==> config.mk <==
export PLATFORM = sky130hd
export DESIGN_NAME = midi_note_voice_allocator
export DESIGN_NICKNAME = d
export VERILOG_FILES = /design/src/sv/mnva_pkg.sv /design/src/sv/mnva_cell.sv /design/src/sv/midi_note_voice_allocator.sv
export SDC_FILE = /design/constraint.sdc
export NUM_CORES = 1
export LEC_CHECK = 0
export BUFFER_PORTS_ARGS = -buffer_cell sky130_fd_sc_hd__buf_4
export CORE_UTILIZATION = 60
export CTS_CLUSTER_DIAMETER = 40
export CTS_CLUSTER_SIZE = 12
export DETAILED_ROUTE_END_ITERATION = 10
export GPL_TIMING_DRIVEN = 0
export PLACE_DENSITY = 0.77
export SLEW_MARGIN = 30
export SYNTH_ARGS = -nofsm -noshare
export SYNTH_HDL_FRONTEND = slang
export SYNTH_SLANG_ARGS = --single-unit
==> constraint.sdc <==
create_clock -name clk -period 2.8 [get_ports clk]
set_input_delay 0.14 -clock clk [delete_from_list [all_inputs] [get_ports clk]]
set_output_delay 0.14 -clock clk [all_outputs]
set_load 0.01 [all_outputs]
==> src/sv/mnva_pkg.sv <==
// ----------------------------------------------------------------------------
// mnva_pkg
// shared types and constants of the midi note voice allocator
// ----------------------------------------------------------------------------
`default_nettype none

package mnva_pkg;

  // status byte of a note-on message
  localparam logic [7:0] NOTE_ON_STATUS = 8'h90;

  // slot index width, covers up to 64 voice slots
  localparam int IDX_W = 6;

  typedef enum logic [1:0] {
    ACT_IGNORED  = 2'd0,
    ACT_ASSIGNED = 2'd1,
    ACT_FREED    = 2'd2,
    ACT_DROPPED  = 2'd3
  } action_t;

  // search token handed from cell to cell
  typedef struct packed {
    logic             valid;
    logic [6:0]       pitch;
    logic             held_found;
    logic [IDX_W-1:0] held_idx;
    logic             empty_found;
    logic [IDX_W-1:0] empty_idx;
  } token_t;

  // slot write broadcast to all cells
  typedef struct packed {
    logic             we;
    logic [IDX_W-1:0] idx;
    logic [6:0]       pitch;
    logic [6:0]       velocity;
  } commit_t;

endpackage

`default_nettype wire

==> src/sv/mnva_cell.sv <==
// ----------------------------------------------------------------------------
// mnva_cell
// one voice slot: holds pitch and velocity, updates the passing search token
// ----------------------------------------------------------------------------
`default_nettype none

module mnva_cell import mnva_pkg::*; #(
  parameter int CELL_IDX = 0
) (
  input  wire logic    clk,
  input  wire logic    rst_n,
  input  wire logic    slot_en,
  input  wire token_t  tok_in,
  input  wire commit_t commit,
  output token_t       tok_out
);

  logic [6:0] pitch_r;
  logic [6:0] vel_r;
  token_t     tok_r;
  token_t     tok_nxt;
  logic       occupied;
  logic       match;

  assign occupied = (vel_r != 7'd0);
  assign match    = slot_en && occupied && (pitch_r == tok_in.pitch);

  always_comb begin
    tok_nxt = tok_in;
    // keep the lowest index found so far
    if (match && !tok_in.held_found) begin
      tok_nxt.held_found = 1'b1;
      tok_nxt.held_idx   = IDX_W'(CELL_IDX);
    end
    if (slot_en && !occupied && !tok_in.empty_found) begin
      tok_nxt.empty_found = 1'b1;
      tok_nxt.empty_idx   = IDX_W'(CELL_IDX);
    end
  end

  always_ff @(posedge clk) begin
    if (!rst_n) begin
      pitch_r <= 7'd0;
      vel_r   <= 7'd0;
      tok_r   <= '0;
    end else begin
      tok_r <= tok_nxt;
      if (commit.we && (commit.idx == IDX_W'(CELL_IDX))) begin
        pitch_r <= commit.pitch;
        vel_r   <= commit.velocity;
      end
    end
  end

  assign tok_out = tok_r;

endmodule

`default_nettype wire

==> src/sv/midi_note_voice_allocator.sv <==
// ----------------------------------------------------------------------------
// midi_note_voice_allocator
// polyphonic voice slot allocation for midi note-on and release messages
// ----------------------------------------------------------------------------
// Each input item is one midi message. A search token walks a row of
// MAX_VOICES slot cells, one cell per cycle, collecting the lowest occupied
// slot that holds the pitch and the lowest empty slot among the first
// active_voices slots. When the token leaves the last cell the controller
// decides the action, broadcasts one slot write and loads the result
// register. It is loaded once the token has passed every cell, the finished
// token has been registered and the result register is free. The next item
// is taken the cycle after the result is loaded, even while that result
// still waits on out_ready, so no new item is taken before the last one's
// result is loaded. The wait grows while an earlier result still sits
// unaccepted in the result register. active_voices is to be written through
// cfg_we only while idle; the block itself does not enforce it. Values above
// MAX_VOICES act as MAX_VOICES.
// ----------------------------------------------------------------------------
`default_nettype none

module midi_note_voice_allocator import mnva_pkg::*; #(
  parameter int MAX_VOICES = 16
) (
  input  wire logic       clk,
  input  wire logic       rst_n,
  // configuration
  input  wire logic       cfg_we,
  input  wire logic [4:0] cfg_active_voices,
  // input items
  input  wire logic       in_valid,
  output logic            in_ready,
  input  wire logic [7:0] in_status_byte,
  input  wire logic [6:0] in_note_number,
  input  wire logic [6:0] in_note_velocity,
  // result items
  output logic            out_valid,
  input  wire logic       out_ready,
  output logic [1:0]      out_action,
  output logic [3:0]      out_slot,
  output logic [6:0]      out_pitch_out,
  output logic [6:0]      out_velocity_out
);

  typedef enum logic [1:0] {
    S_IDLE,
    S_SCAN,
    S_FINISH
  } state_t;

  state_t     state_r, state_nxt;
  logic [4:0] active_r;

  // message held while its token is in the row
  logic       note_on_r, note_on_nxt;
  logic [6:0] nvel_r, nvel_nxt;

  token_t     tok0_r, tok0_nxt;
  token_t     res_r, res_nxt;
  commit_t    commit_r, commit_nxt;

  logic       out_valid_r, out_valid_nxt;
  action_t    out_action_r, out_action_nxt;
  logic [3:0] out_slot_r, out_slot_nxt;
  logic [6:0] out_pitch_r, out_pitch_nxt;
  logic [6:0] out_vel_r, out_vel_nxt;

  // token chain, chain[0] enters the first cell
  token_t                chain [0:MAX_VOICES];
  logic [MAX_VOICES-1:0] slot_en;

  // decision on the finished token
  action_t    dec_action;
  logic [IDX_W-1:0] dec_idx;
  logic [6:0] dec_vel;
  commit_t    dec_commit;

  assign chain[0] = tok0_r;

  genvar g;
  generate
    for (g = 0; g < MAX_VOICES; g++) begin : g_cell
      // slots at or above the voice count are neither searched nor assigned
      assign slot_en[g] = ({27'd0, active_r} > 32'(g));

      mnva_cell #(
        .CELL_IDX (g)
      ) u_cell (
        .clk     (clk),
        .rst_n   (rst_n),
        .slot_en (slot_en[g]),
        .tok_in  (chain[g]),
        .commit  (commit_r),
        .tok_out (chain[g+1])
      );
    end
  endgenerate

  // action from what the token found
  always_comb begin
    dec_action = ACT_IGNORED;
    dec_idx    = '0;
    dec_vel    = 7'd0;
    dec_commit = '0;
    if (note_on_r) begin
      if (!res_r.held_found && (nvel_r != 7'd0)) begin
        if (res_r.empty_found) begin
          // new note into the lowest empty slot
          dec_action          = ACT_ASSIGNED;
          dec_idx             = res_r.empty_idx;
          dec_vel             = nvel_r;
          dec_commit.we       = 1'b1;
          dec_commit.idx      = res_r.empty_idx;
          dec_commit.pitch    = res_r.pitch;
          dec_commit.velocity = nvel_r;
        end else begin
          dec_action = ACT_DROPPED;
        end
      end else if (res_r.held_found && (nvel_r == 7'd0)) begin
        // release frees the lowest slot holding the pitch
        dec_action          = ACT_FREED;
        dec_idx             = res_r.held_idx;
        dec_commit.we       = 1'b1;
        dec_commit.idx      = res_r.held_idx;
        dec_commit.pitch    = 7'd0;
        dec_commit.velocity = 7'd0;
      end
    end
  end

  always_comb begin
    state_nxt      = state_r;
    note_on_nxt    = note_on_r;
    nvel_nxt       = nvel_r;
    tok0_nxt       = tok0_r;
    tok0_nxt.valid = 1'b0;
    res_nxt        = res_r;
    commit_nxt     = '0;
    out_valid_nxt  = out_valid_r && !out_ready;
    out_action_nxt = out_action_r;
    out_slot_nxt   = out_slot_r;
    out_pitch_nxt  = out_pitch_r;
    out_vel_nxt    = out_vel_r;
    in_ready       = 1'b0;

    unique case (state_r)
      S_IDLE: begin
        in_ready = 1'b1;
        if (in_valid) begin
          tok0_nxt.valid       = 1'b1;
          tok0_nxt.pitch       = in_note_number;
          tok0_nxt.held_found  = 1'b0;
          tok0_nxt.held_idx    = '0;
          tok0_nxt.empty_found = 1'b0;
          tok0_nxt.empty_idx   = '0;
          note_on_nxt          = (in_status_byte == NOTE_ON_STATUS);
          nvel_nxt             = in_note_velocity;
          state_nxt            = S_SCAN;
        end
      end
      S_SCAN: begin
        // token leaves the last cell
        if (chain[MAX_VOICES].valid) begin
          res_nxt   = chain[MAX_VOICES];
          state_nxt = S_FINISH;
        end
      end
      S_FINISH: begin
        // result register free: deliver and write the slot
        if (!out_valid_r || out_ready) begin
          out_valid_nxt  = 1'b1;
          out_action_nxt = dec_action;
          out_slot_nxt   = dec_idx[3:0];
          out_pitch_nxt  = res_r.pitch;
          out_vel_nxt    = dec_vel;
          commit_nxt     = dec_commit;
          state_nxt      = S_IDLE;
        end
      end
      default: state_nxt = S_IDLE;
    endcase
  end

  always_ff @(posedge clk) begin
    if (!rst_n) begin
      state_r     <= S_IDLE;
      active_r    <= 5'd10;
      tok0_r      <= '0;
      commit_r    <= '0;
      out_valid_r <= 1'b0;
    end else begin
      state_r     <= state_nxt;
      tok0_r      <= tok0_nxt;
      commit_r    <= commit_nxt;
      out_valid_r <= out_valid_nxt;
      if (cfg_we) begin
        active_r <= cfg_active_voices;
      end
    end
  end

  // payload registers, no reset needed
  always_ff @(posedge clk) begin
    note_on_r    <= note_on_nxt;
    nvel_r       <= nvel_nxt;
    res_r        <= res_nxt;
    out_action_r <= out_action_nxt;
    out_slot_r   <= out_slot_nxt;
    out_pitch_r  <= out_pitch_nxt;
    out_vel_r    <= out_vel_nxt;
  end

  assign out_valid        = out_valid_r;
  assign out_action       = out_action_r;
  assign out_slot         = out_slot_r;
  assign out_pitch_out    = out_pitch_r;
  assign out_velocity_out = out_vel_r;

endmodule

`default_nettype wire

==> flow_summary.toml <==
[worst_setup_path]
critPathArrivalTime_ns = 2.68
end_kind = "flip-flop"
cp_max_fo = 10
startpoint_type = "flip-flop"
required_ns = 3.26
r2r-end = "g_cell[14].u_cell.vel_r[2]"
r2r_slack_ns = 0.58
timing.rr.start = "commit_r[14]"
critPathKind = "reg -> reg"
rr_worst_depth = 6

[final_layout]
num-nets-final = 2240
layout_common_cells = "dfxtp_1 (517), nand2_1 (416), a21oi_1 (239)"
n_fill_cell = 2450
fin_area_mm2 = 0.02289
post-route-util_pct = 70.53
final_common_cell = "dfxtp_1"
area_growth_pct = 16.01
drive_gt1_share_pct = 8.686

[timing]
slew_violations = 0
rsz0062_at_grt = "no"
worst_pin_slew_ns = 1.002
slew-limit-headroom_pct = 33.22
fmax_mhz = 450.1
skew_ns = 0.02471
fin_crit_ns = 2.222
finalCritPeriodShare_pct = 79.35
hold_viol_final = 0
finalSetupViolations = 0

[routing]
drt-total-wl_um = 55370
vias = 15561
drt_first_pass_iters = 8
ant_nets = 0
via_per_inst = 5.789
initialDrtViolationCount = 1592
wire_per_inst_um = 20.60
drc_errors = 2

[placement]
io_buffers = 52
place.gp.congestion = 0.9451
dpl_cell_area_mm2 = 0.02071
hpwl_um = 37870

[worst_hold_path]
hold_class = "in -> reg"
whs_endpoint = "g_cell[1].u_cell.tok_out[0]"
hp-start = "rst_n"
holdPathStages = 4

[clock_network]
cts.clk_slew.worst_paths_ns = 0.06
cts_tree = "yes"
post_cts_resized = 0
cts.sinks = 562
clkLatencyLatePin_ns = 0.61
cts-buffers-inserted = 60
htree_levels = 2
clockBufferDepth = 3
cts_root_buffer = "clkbuf_16"
postCtsSetupRepairBufs = 0

[logic_synthesis]
avgSynthCellArea_um2 = 9.546
synth-main-ff-cell = "dfxtp_1"
ys_seq_area_share_pct = 59.30
synth-edff-count = 45
async_reset_ff_share_pct = 0
synth_area_mm2 = 0.01973
synthesis.instances = 2067
synth.top_cell.area_share_pct = 52.45
synth_top_area_cell = "dfxtp_1"
synth_seq_cells = 562
synth_cell_type_count = 63
synth_fp_nets = 2099
yosysWarnings = 0
synthTopCellsByArea = "dfxtp_1 (52%), nand2_1 (7.9%), edfxtp_1 (6.8%)"

[global_routing]
grt_util_met1_pct = 42.53
grt_usage_pct = 33.02
use_met3_pct = 5.123
antenna_found_initial = 1
grt-busiest-layer = "met2"
grt_overflow = 0
grt_pass1_wl_um = 84080
grt_pass1_vias = 15306
grt_max_degree = 17
use_met2_pct = 54.72

[floorplanning]
start_util_pct = 60.80
dieArea_mm2 = 0.03362
core_mm2 = 0.03245
rows = 66
fp.dieW_um = 183.3
io_pins = 54
die_h_um = 183.3

[run]
cap_violations = 0

[power]
p_per_area_mw_per_mm2 = 722.5
cellLeakagePower_uw = 0.008775
p_total_uw = 16540
ir_drop_mv = 0.5474

[status]
violations = "DRC"
status = "finished with violations"
## cells in the mapped netlist (5+ instances only)
master / number
nor2b_1: 7
and2_1: 154
or3_1: 5
buf_1: 11
mux2i_1: 6
o21a_1: 49
nor2_1: 66
nor3b_1: 7
a21o_1: 12
a21oi_1: 239
o21ai_0: 91
nand3_1: 13
xor2_1: 55
nor3_1: 31
or4_1: 9
a31oi_1: 5
clkbuf_1: 99
o22a_1: 7
nand2_1: 416
buf_4: 8
and3_1: 14
edfxtp_1: 45
dfxtp_1: 517
buf_2: 21
xnor2_1: 57
o41ai_1: 5
inv_1: 18
nand4_1: 11
nor4_1: 26
## how the worst max path moves through the flow
stage,startpoint,to,slack (ns)
global route,commit_r[14],g_cell[5].u_cell.vel_r[2],0.50
floorplan,state_r[0],res_r[0],0.64
finish,commit_r[14],g_cell[14].u_cell.vel_r[2],0.58
global placement,state_r[0],res_r[1],-0.08
CTS,active_r[3],g_cell[0].u_cell.tok_out[13],0.66
detailed placement,rst_n,g_cell[14].u_cell.tok_out[13],0.56
## state kept, by name, summed over array words and instances, names as in the netlist, 5 cells and up
signal and flops:
active_r 5, chain 8, commit_r 19, g_cell.u_cell.pitch_r 112
g_cell.u_cell.tok_out 258, g_cell.u_cell.vel_r 112, nvel_r 7, out_pitch_out 7
out_velocity_out 7, res_r 17
## through the flow
stage | hold slack (ns) | setup WS (ns) | cells | TNS [ns]
after floorplan | 0.2389 | 0.6390 | 2067 | 0
after global placement | 0.3199 | -0.08066 | 2561 | -1.342
after detailed placement | 0.3204 | 0.5586 | 2564 | 0
after CTS | 0.004039 | 0.6602 | 2687 | 0
after global routing | 0.03991 | 0.4993 | 2687 | 0
final | 0.03170 | 0.5783 | 2688 | 0
## cell type report
class                      instances  area [um2]  share of cell area (%)
buffer                           141       590.6                   2.580
clock inverter                    19       302.8                   1.323
sequential                       562       11700                   51.12
tap                              442       553.0                   2.416
inverter                          19       71.32                  0.3116
antenna                            1       2.502                 0.01093
timing repair buffer              79       656.9                   2.870
multi-input combinational       1345        7385                   32.26
clock buffer                      80        1628                   7.111
## per-layer routing
layer | vias to the layer above | wire length (um) | share of wire (%)
met3 | 182 | 4658 | 8.4
met5 | - | 0 | 0
met4 | 0 | 2408 | 4.3
met2 | 752 | 25670 | 46
li1 | 7156 | - | -
met1 | 7471 | 22630 | 41
## critical path: stages (launching register included)
cell and delay, ns:
dfxtp_1 0.50, nand2b_1 0.38, clkbuf_1 0.56, nor2_1 0.22
buf_2 0.24, nand2_1 0.09, a21oi_1 0.08
## where the power goes
part	leakage [uW]	internal [uW]	switching [uW]	total (uW)
Sequential	0.00463	8200	53.6	8250
Combinational	0.00322	172	321	492
Clock	0.000931	4620	3170	7800
Total	0.00878	13000	3550	16500
## cell families after synthesis
group | after synthesis | synth area share, %
flip-flops | 562 | 59.30
XOR/XNOR | 112 | 4.971
AO/OA/AOI/OAI | 431 | 12.42
buffers and inverters | 160 | 3.342
AND/OR/NAND/NOR | 796 | 19.66
multiplexers | 6 | 0.3044
## repair_timing
action / in CTS / in global routing
endpoints found under the hold margin: 22 / 0
setup endpoints to repair: 0 / 0
hold buffers: 24 / 0
Note: power is estimated with default switching activity, not from simulation.
